`src/sha_pkg.sv`:
```
// Shared types, constants and round functions of the SHA-256 block.
// No dependencies.
`timescale 1ns / 1ps

package sha_pkg;

   typedef logic [7:0][31:0] words8_type;

   // Control from the sequencer to the round datapath
   typedef struct packed {
      logic        init;
      logic        load_en;
      logic [31:0] load_word;
      logic        round_en;
      logic [5:0]  round;
   } core_ctrl_type;

   // Initial hash values, index 0 in the low slot
   localparam words8_type IV_WORDS = {
      32'h5be0cd19, 32'h1f83d9ab, 32'h9b05688c, 32'h510e527f,
      32'ha54ff53a, 32'h3c6ef372, 32'hbb67ae85, 32'h6a09e667
   };

   function automatic logic [31:0] ror(input logic [31:0] x, input int n);
      return (x >> n) | (x << (32 - n));
   endfunction

   function automatic logic [31:0] big_sigma0(input logic [31:0] x);
      return ror(x, 2) ^ ror(x, 13) ^ ror(x, 22);
   endfunction

   function automatic logic [31:0] big_sigma1(input logic [31:0] x);
      return ror(x, 6) ^ ror(x, 11) ^ ror(x, 25);
   endfunction

   function automatic logic [31:0] small_sigma0(input logic [31:0] x);
      return ror(x, 7) ^ ror(x, 18) ^ (x >> 3);
   endfunction

   function automatic logic [31:0] small_sigma1(input logic [31:0] x);
      return ror(x, 17) ^ ror(x, 19) ^ (x >> 10);
   endfunction

   // Round constants
   function automatic logic [31:0] round_const(input logic [5:0] t);
      logic [31:0] k;
      case (t)
         6'd0:  k = 32'h428a2f98;  6'd1:  k = 32'h71374491;
         6'd2:  k = 32'hb5c0fbcf;  6'd3:  k = 32'he9b5dba5;
         6'd4:  k = 32'h3956c25b;  6'd5:  k = 32'h59f111f1;
         6'd6:  k = 32'h923f82a4;  6'd7:  k = 32'hab1c5ed5;
         6'd8:  k = 32'hd807aa98;  6'd9:  k = 32'h12835b01;
         6'd10: k = 32'h243185be;  6'd11: k = 32'h550c7dc3;
         6'd12: k = 32'h72be5d74;  6'd13: k = 32'h80deb1fe;
         6'd14: k = 32'h9bdc06a7;  6'd15: k = 32'hc19bf174;
         6'd16: k = 32'he49b69c1;  6'd17: k = 32'hefbe4786;
         6'd18: k = 32'h0fc19dc6;  6'd19: k = 32'h240ca1cc;
         6'd20: k = 32'h2de92c6f;  6'd21: k = 32'h4a7484aa;
         6'd22: k = 32'h5cb0a9dc;  6'd23: k = 32'h76f988da;
         6'd24: k = 32'h983e5152;  6'd25: k = 32'ha831c66d;
         6'd26: k = 32'hb00327c8;  6'd27: k = 32'hbf597fc7;
         6'd28: k = 32'hc6e00bf3;  6'd29: k = 32'hd5a79147;
         6'd30: k = 32'h06ca6351;  6'd31: k = 32'h14292967;
         6'd32: k = 32'h27b70a85;  6'd33: k = 32'h2e1b2138;
         6'd34: k = 32'h4d2c6dfc;  6'd35: k = 32'h53380d13;
         6'd36: k = 32'h650a7354;  6'd37: k = 32'h766a0abb;
         6'd38: k = 32'h81c2c92e;  6'd39: k = 32'h92722c85;
         6'd40: k = 32'ha2bfe8a1;  6'd41: k = 32'ha81a664b;
         6'd42: k = 32'hc24b8b70;  6'd43: k = 32'hc76c51a3;
         6'd44: k = 32'hd192e819;  6'd45: k = 32'hd6990624;
         6'd46: k = 32'hf40e3585;  6'd47: k = 32'h106aa070;
         6'd48: k = 32'h19a4c116;  6'd49: k = 32'h1e376c08;
         6'd50: k = 32'h2748774c;  6'd51: k = 32'h34b0bcb5;
         6'd52: k = 32'h391c0cb3;  6'd53: k = 32'h4ed8aa4a;
         6'd54: k = 32'h5b9cca4f;  6'd55: k = 32'h682e6ff3;
         6'd56: k = 32'h748f82ee;  6'd57: k = 32'h78a5636f;
         6'd58: k = 32'h84c87814;  6'd59: k = 32'h8cc70208;
         6'd60: k = 32'h90befffa;  6'd61: k = 32'ha4506ceb;
         6'd62: k = 32'hbef9a3f7;  6'd63: k = 32'hc67178f2;
         default: k = 32'h0;
      endcase
      return k;
   endfunction

endpackage

```
`src/sha_ram.sv`:
```
// Generic single-port-write, single-port-read RAM with registered read.
// No dependencies.
`timescale 1ns / 1ps

module sha_ram #(
   parameter int WIDTH = 32,
   parameter int DEPTH = 16
) (
   input  logic                     clock,
   input  logic                     wr_en,
   input  logic [$clog2(DEPTH)-1:0] wr_addr,
   input  logic [WIDTH-1:0]         wr_data,
   input  logic [$clog2(DEPTH)-1:0] rd_addr,
   output logic [WIDTH-1:0]         rd_data
);

   logic [WIDTH-1:0] mem_ff [DEPTH];
   logic [WIDTH-1:0] rd_data_ff;

   always_ff @(posedge clock) begin
      if (wr_en) begin
         mem_ff[wr_addr] <= wr_data;
      end
      rd_data_ff <= mem_ff[rd_addr];
   end

   assign rd_data = rd_data_ff;

endmodule

```
`src/sha_core.sv`:
```
// Round datapath: working variables and the 16-word message schedule window.
// Depends on sha_pkg.
`timescale 1ns / 1ps

module sha_core (
   input  logic                   clock,
   input  sha_pkg::core_ctrl_type ctrl,
   input  sha_pkg::words8_type    hash_words,
   output sha_pkg::words8_type    work_words
);
   import sha_pkg::*;

   words8_type  v_ff, v_in;
   logic [31:0] win_ff [16];
   logic [31:0] win_in [16];
   logic [31:0] t1, t2, ch, mj, w_new;

   // One compression round and the schedule extension
   always_comb begin
      ch    = (v_ff[4] & v_ff[5]) ^ (~v_ff[4] & v_ff[6]);
      mj    = (v_ff[0] & v_ff[1]) ^ (v_ff[0] & v_ff[2]) ^ (v_ff[1] & v_ff[2]);
      t1    = v_ff[7] + big_sigma1(v_ff[4]) + ch + round_const(ctrl.round) + win_ff[0];
      t2    = big_sigma0(v_ff[0]) + mj;
      w_new = win_ff[0] + small_sigma0(win_ff[1]) + win_ff[9] + small_sigma1(win_ff[14]);

      v_in = v_ff;
      if (ctrl.init) begin
         v_in = hash_words;
      end else if (ctrl.round_en) begin
         v_in[7] = v_ff[6];
         v_in[6] = v_ff[5];
         v_in[5] = v_ff[4];
         v_in[4] = v_ff[3] + t1;
         v_in[3] = v_ff[2];
         v_in[2] = v_ff[1];
         v_in[1] = v_ff[0];
         v_in[0] = t1 + t2;
      end

      // window shifts down; the newest word enters at the top
      for (int i = 0; i < 16; i++) begin
         win_in[i] = win_ff[i];
      end
      if (ctrl.load_en || ctrl.round_en) begin
         for (int i = 0; i < 15; i++) begin
            win_in[i] = win_ff[i+1];
         end
         win_in[15] = ctrl.load_en ? ctrl.load_word : w_new;
      end
   end

   always_ff @(posedge clock) begin
      v_ff <= v_in;
      for (int i = 0; i < 16; i++) begin
         win_ff[i] <= win_in[i];
      end
   end

   assign work_words = v_ff;

endmodule

```
`src/sha256_streaming_hash.sv`:
```
// Append: bytes are taken only while idle; each 64th byte starts a compression
// (loading the chunk RAM, 64 rounds, 1 fold) during which no byte is taken.
// Finish: one compression, or two when fewer than 8 bytes remain after 0x80,
// then 8 digest words at one per cycle while rsp_ready is high.
// One request at a time. Synchronous active-high reset loads the initial hash
// and clears the byte counts; the chunk RAM needs no clearing.
`timescale 1ns / 1ps

module sha256_streaming_hash (
   input  logic        clock,
   input  logic        reset,
   input  logic        req_valid,
   output logic        req_ready,
   input  logic        req_mode,
   input  logic [7:0]  req_data_byte,
   output logic        rsp_valid,
   input  logic        rsp_ready,
   output logic [31:0] rsp_digest_word,
   output logic [2:0]  rsp_word_index,
   output logic        rsp_last_word
);
   import sha_pkg::*;

   typedef enum logic [2:0] {S_IDLE, S_LOAD, S_ROUND, S_FOLD, S_EMIT} state_type;
   typedef enum logic [1:0] {KIND_DATA, KIND_PAD, KIND_LEN} kind_type;

   state_type     state_ff;
   kind_type      kind_ff;
   logic [5:0]    cnt_ff;
   logic [5:0]    fill_ff;
   logic [60:0]   count_ff;
   logic [23:0]   wbuf_ff;
   logic [2:0]    idx_ff;
   words8_type    h_ff;
   words8_type    work_words;
   core_ctrl_type ctrl;

   logic          accept;
   logic          ram_wr_en;
   logic [31:0]   ram_wr_data;
   logic [31:0]   ram_rd_data;
   logic [3:0]    load_idx;
   logic [31:0]   part_word;
   logic [31:0]   load_word;
   logic [63:0]   len_bits;
   logic          pad_has_len;

   assign req_ready = (state_ff == S_IDLE);
   assign accept    = req_valid && req_ready;

   // Byte packing: every fourth byte writes a whole word
   assign ram_wr_en   = accept && !req_mode && (fill_ff[1:0] == 2'd3);
   assign ram_wr_data = {wbuf_ff, req_data_byte};

   sha_ram #(.WIDTH(32), .DEPTH(16)) u_chunk_ram (
      .clock   (clock),
      .wr_en   (ram_wr_en),
      .wr_addr (fill_ff[5:2]),
      .wr_data (ram_wr_data),
      .rd_addr (cnt_ff[3:0]),
      .rd_data (ram_rd_data)
   );

   // Padded word assembly for finish chunks
   assign load_idx    = cnt_ff[3:0] - 4'd1;
   assign len_bits    = {count_ff, 3'b000};
   assign pad_has_len = (fill_ff[5:3] != 3'b111);

   always_comb begin
      case (fill_ff[1:0])
         2'd0:    part_word = 32'h8000_0000;
         2'd1:    part_word = {wbuf_ff[7:0], 8'h80, 16'h0000};
         2'd2:    part_word = {wbuf_ff[15:0], 8'h80, 8'h00};
         default: part_word = {wbuf_ff[23:0], 8'h80};
      endcase

      load_word = ram_rd_data;
      if (kind_ff != KIND_DATA) begin
         if (kind_ff == KIND_PAD && load_idx < fill_ff[5:2]) begin
            load_word = ram_rd_data;
         end else if (kind_ff == KIND_PAD && load_idx == fill_ff[5:2]) begin
            load_word = part_word;
         end else begin
            load_word = 32'h0;
         end
         if (kind_ff == KIND_LEN || pad_has_len) begin
            if (load_idx == 4'd14) begin
               load_word = len_bits[63:32];
            end else if (load_idx == 4'd15) begin
               load_word = len_bits[31:0];
            end
         end
      end
   end

   // Datapath control
   always_comb begin
      ctrl.init      = (state_ff == S_LOAD) && (cnt_ff == 6'd0);
      ctrl.load_en   = (state_ff == S_LOAD) && (cnt_ff != 6'd0);
      ctrl.load_word = load_word;
      ctrl.round_en  = (state_ff == S_ROUND);
      ctrl.round     = cnt_ff;
   end

   sha_core u_core (
      .clock      (clock),
      .ctrl       (ctrl),
      .hash_words (h_ff),
      .work_words (work_words)
   );

   // Sequencer
   always_ff @(posedge clock) begin
      if (reset) begin
         state_ff <= S_IDLE;
         kind_ff  <= KIND_DATA;
         cnt_ff   <= 6'd0;
         fill_ff  <= 6'd0;
         count_ff <= 61'd0;
         idx_ff   <= 3'd0;
         h_ff     <= IV_WORDS;
      end else begin
         unique case (state_ff)
            S_IDLE: begin
               if (accept) begin
                  cnt_ff <= 6'd0;
                  if (!req_mode) begin
                     wbuf_ff  <= {wbuf_ff[15:0], req_data_byte};
                     fill_ff  <= fill_ff + 6'd1;
                     count_ff <= count_ff + 61'd1;
                     if (fill_ff == 6'd63) begin
                        kind_ff  <= KIND_DATA;
                        state_ff <= S_LOAD;
                     end
                  end else begin
                     kind_ff  <= KIND_PAD;
                     state_ff <= S_LOAD;
                  end
               end
            end
            S_LOAD: begin
               if (cnt_ff == 6'd16) begin
                  cnt_ff   <= 6'd0;
                  state_ff <= S_ROUND;
               end else begin
                  cnt_ff <= cnt_ff + 6'd1;
               end
            end
            S_ROUND: begin
               cnt_ff <= cnt_ff + 6'd1;
               if (cnt_ff == 6'd63) begin
                  state_ff <= S_FOLD;
               end
            end
            S_FOLD: begin
               for (int i = 0; i < 8; i++) begin
                  h_ff[i] <= h_ff[i] + work_words[i];
               end
               cnt_ff <= 6'd0;
               idx_ff <= 3'd0;
               if (kind_ff == KIND_DATA) begin
                  state_ff <= S_IDLE;
               end else if (kind_ff == KIND_PAD && !pad_has_len) begin
                  kind_ff  <= KIND_LEN;
                  state_ff <= S_LOAD;
               end else begin
                  state_ff <= S_EMIT;
               end
            end
            S_EMIT: begin
               if (rsp_ready) begin
                  idx_ff <= idx_ff + 3'd1;
                  if (idx_ff == 3'd7) begin
                     h_ff     <= IV_WORDS;
                     fill_ff  <= 6'd0;
                     count_ff <= 61'd0;
                     state_ff <= S_IDLE;
                  end
               end
            end
            default: state_ff <= S_IDLE;
         endcase
      end
   end

   assign rsp_valid       = (state_ff == S_EMIT);
   assign rsp_digest_word = h_ff[idx_ff];
   assign rsp_word_index  = idx_ff;
   assign rsp_last_word   = (idx_ff == 3'd7);

endmodule

```
`config.mk`:
```
export PLATFORM = sky130hd
export DESIGN_NAME = sha256_streaming_hash
export DESIGN_NICKNAME = d
export VERILOG_FILES = /design/src/sha_pkg.sv /design/src/sha_ram.sv /design/src/sha_core.sv /design/src/sha256_streaming_hash.sv
export SDC_FILE = /design/constraint.sdc
export NUM_CORES = 2
export LEC_CHECK = 0
export BUFFER_PORTS_ARGS = -buffer_cell sky130_fd_sc_hd__buf_2
export CAP_MARGIN = 0
export CORE_UTILIZATION = 30
export DETAILED_ROUTE_END_ITERATION = 10
export PLACE_DENSITY = 0.46
export SYNTH_ARGS = -nofsm -noshare
export SYNTH_HDL_FRONTEND = slang
export SYNTH_HIERARCHICAL = 1
export SYNTH_SLANG_ARGS = --single-unit
```
`constraint.sdc`:
```
create_clock -name clock -period 10.51 [get_ports clock]
set_input_delay 0 -clock clock [delete_from_list [all_inputs] [get_ports clock]]
set_output_delay 0 -clock clock [all_outputs]
set_load 0.02 [all_outputs]
```
==> impl_metrics.tcl <==
set metrics [dict create \
    hp-class "in2reg" \
    postPlaceCellArea_sq_um 94800 \
    drive_above_1_share_pct 13.03 \
    crit_top_cell "inv_1" \
    critPathTopFamily "compound AO/OA/AOI/OAI gates" \
    end_kind "flop" \
    post-cts-setup-buffer-count 0 \
    grt_usage_pct 19.61 \
    dr.pass1.iters 6 \
    synth_edf_count 1304 \
    dominantRegCellSynth "edfxtp_1" \
    postLayoutCoreUtil_pct 34.08 \
    grt_overflow 0 \
    period_needed_ns 8.953 \
    grt_setup_unrepaired "no" \
    fin_skew_ns 0.1261 \
    fillerInstances 29474 \
    cts_tree "done" \
    worst-path-max-fanout 18 \
    slew_violations 0 \
    vias_per_cell 5.234 \
    grt_pass1_wl_um 432600 \
    cts_root_buffer "clkbuf_16" \
    num_vias 60534 \
    drtIter0Drc 5751 \
    hold_ws_ns 0.08100 \
    synthTopCellsByArea "edfxtp_1 44%, dfxtp_1 8.2%, ha_1 5.6%" \
    insertion_delay_ns 0.91 \
    r2r_slack_ns 1.56 \
    cp-start-kind "flop" \
    worstSetupPathType "reg2reg" \
    first_global_vias 59250 \
    synth_seq_cells 1673 \
    tightest_slew_ns 1.250 \
    syn_nets 8052 \
    synthTopCellsByCount "1304 x edfxtp_1, 500 x nand2_1, 443 x o21ai_0, 442 x a21oi_1, 430 x nor2_1" \
    drt_wl_total_um 300200 \
    ant_nets 0 \
    core.rowCount 200 \
    die_area_sq_um 301500 \
    hold_viol 0 \
    required_ns 11.11 \
    fin_area_sq_um 101300 \
    critPathBufInv 5 \
    synth_top_area_cell "edfxtp_1" \
    avgSynthCellArea_sq_um 12.07 \
    syn-cell-area_sq_um 89790 \
    drc 0 \
    nets 8083 \
    port_buffers 50 \
    cts_sinks 1673 \
    grt_antenna_before_repair 8 \
    clkTransAtPathRegs_ns 0.06 \
    fin_crit_sh_pct 85.18 \
    io_pins 51 \
    max_cap_violations 0 \
    die_x_um 549.1 \
    yosysTopAreaCellShare_pct 43.61 \
    gp_congestion 0.9115 \
    core_sq_um 297300 \
    cts_max_level 4 \
    yosysMostFrequentCell "edfxtp_1" \
    cts_buffer_depth 4 \
    async_reset_ff_share_pct 0 \
    ctsResizeCount 0 \
    fin_tns_setup_ns 0 \
    die_h_um 549.1 \
    synth.distinct_cells 103 \
    max_stage_delay_ns 0.56 \
    synth_warnings 6 \
    area_growth_pct 12.83 \
    initial_utilization_pct 30.20 \
    setup_viol_count_final 0 \
    worstPathArrival_ns 9.55 \
    relSlewSlack_pct 14.51 \
    cts-buffers-inserted 194 \
    postSynthCellCount 7439 \
    wl_per_cell_um 25.96 \
    crit_slowest_cell "fa_1" \
    status "completed" \
    grt_max_degree 182 \
    ys_seq_area_share_pct 51.84 \
    timing.fmax_mhz 111.7 \
    place_hpwl_um 214400 \
]
==> worst register-to-register path, delay by kind of cell, from the launching register on <==
kind            cells  cell delay [ns]
fa+ha+maj           5             2.35
simple gates        6             1.25
mux                 2             0.79
buf+inv             5             0.75
compound gates     11             2.64
flops               1             0.42
xor+xnor            3             0.47
==> what timing repair did <==
action | in CTS | in global routing
setup endpoints to repair | 0 | 0
hold buffers | 16 | 0
endpoints found under the hold margin | 227 | 0
==> through the flow <==
| stage | instances | setup WS (ns) |
|---|---|---|
| after floorplan | 7439 | 1.847 |
| after detailed placement | 11197 | 1.803 |
| after global placement | 11197 | 1.740 |
| after global routing | 11564 | 1.110 |
| final | 11566 | 1.557 |
| after CTS | 11562 | 1.714 |
==> state kept, by name, summed over array words and instances, names as in the netlist <==
register / count
kind_ff: 2
rsp_word_index: 3
fill_ff: 6
count_ff: 61
u_core/win_ff: 512
wbuf_ff: 24
state_ff: 3
cnt_ff: 6
u_chunk_ram/mem_ff: 512
u_core/work_words: 256
u_chunk_ram/rd_data: 32
h_ff: 256
==> per-layer routing <==
metal	part of all wire [%]	vias to the layer above	GRT usage [%]
li1	-	27576	-
met3	5.3	334	2.730
met4	2.6	2	5.049
met2	46	1756	31.38
met5	0.0043	-	0
met1	46	30866	27.75
==> cells by family after synthesis <==
kind of cell	Yosys count	synth area share, %
AO/OA/AOI/OAI	1811	12.74
XOR/XNOR	638	6.232
adder cells (fa/ha/maj)	603	10.02
buffers and inverters	775	3.291
flip-flops	1673	51.84
multiplexers	474	8.425
AND/OR/NAND/NOR	1465	7.452
==> path summary, 6_finish.rpt <==
check / from / to / cells past startpoint
worst min register to register: u_core/win_ff[0][124] / u_core/win_ff[0][92] / 0
worst min-delay path: rsp_ready / rsp_word_index[1] / 4
worst max register to register: cnt_ff[1] / u_core/work_words[31] / 32
worst max-delay path: cnt_ff[1] / u_core/work_words[31] / 32
==> cell type report <==
cell class | instances | area [sq um] | area share (%)
diodes | 4 | 10.01 | 0.009880
repair buffers | 178 | 1304 | 1.287
clock inverters | 79 | 984.7 | 0.9719
clock buffers | 270 | 5363 | 5.293
well taps | 3939 | 4928 | 4.865
flip-flops and latches | 1673 | 46570 | 45.96
multi-input cells | 4991 | 40530 | 40.01
inverters | 432 | 1624 | 1.603
==> placed cells by master, fill, tap and decap left out, types with 55 or more instances in the layout <==
cell       instances
buf_4            109
o21ai_0          443
ha_1             405
a22oi_1          134
xnor2_1          362
xor2_1           275
o21bai_1          55
mux4_2           199
clkbuf_1          56
a21o_1           203
nand2_1          496
o21a_1            62
dfxtp_1          360
fa_1             195
o22ai_1           90
clkbuf_16        196
edfxtp_1        1304
mux2_2           264
nor2_1           413
nor3_1            88
nand2b_1          69
a21oi_1          441
inv_1            427
nand3_1          118
Power is not shown: default switching activity piles up to over one toggle a cycle in this logic, so the estimate is an artifact.
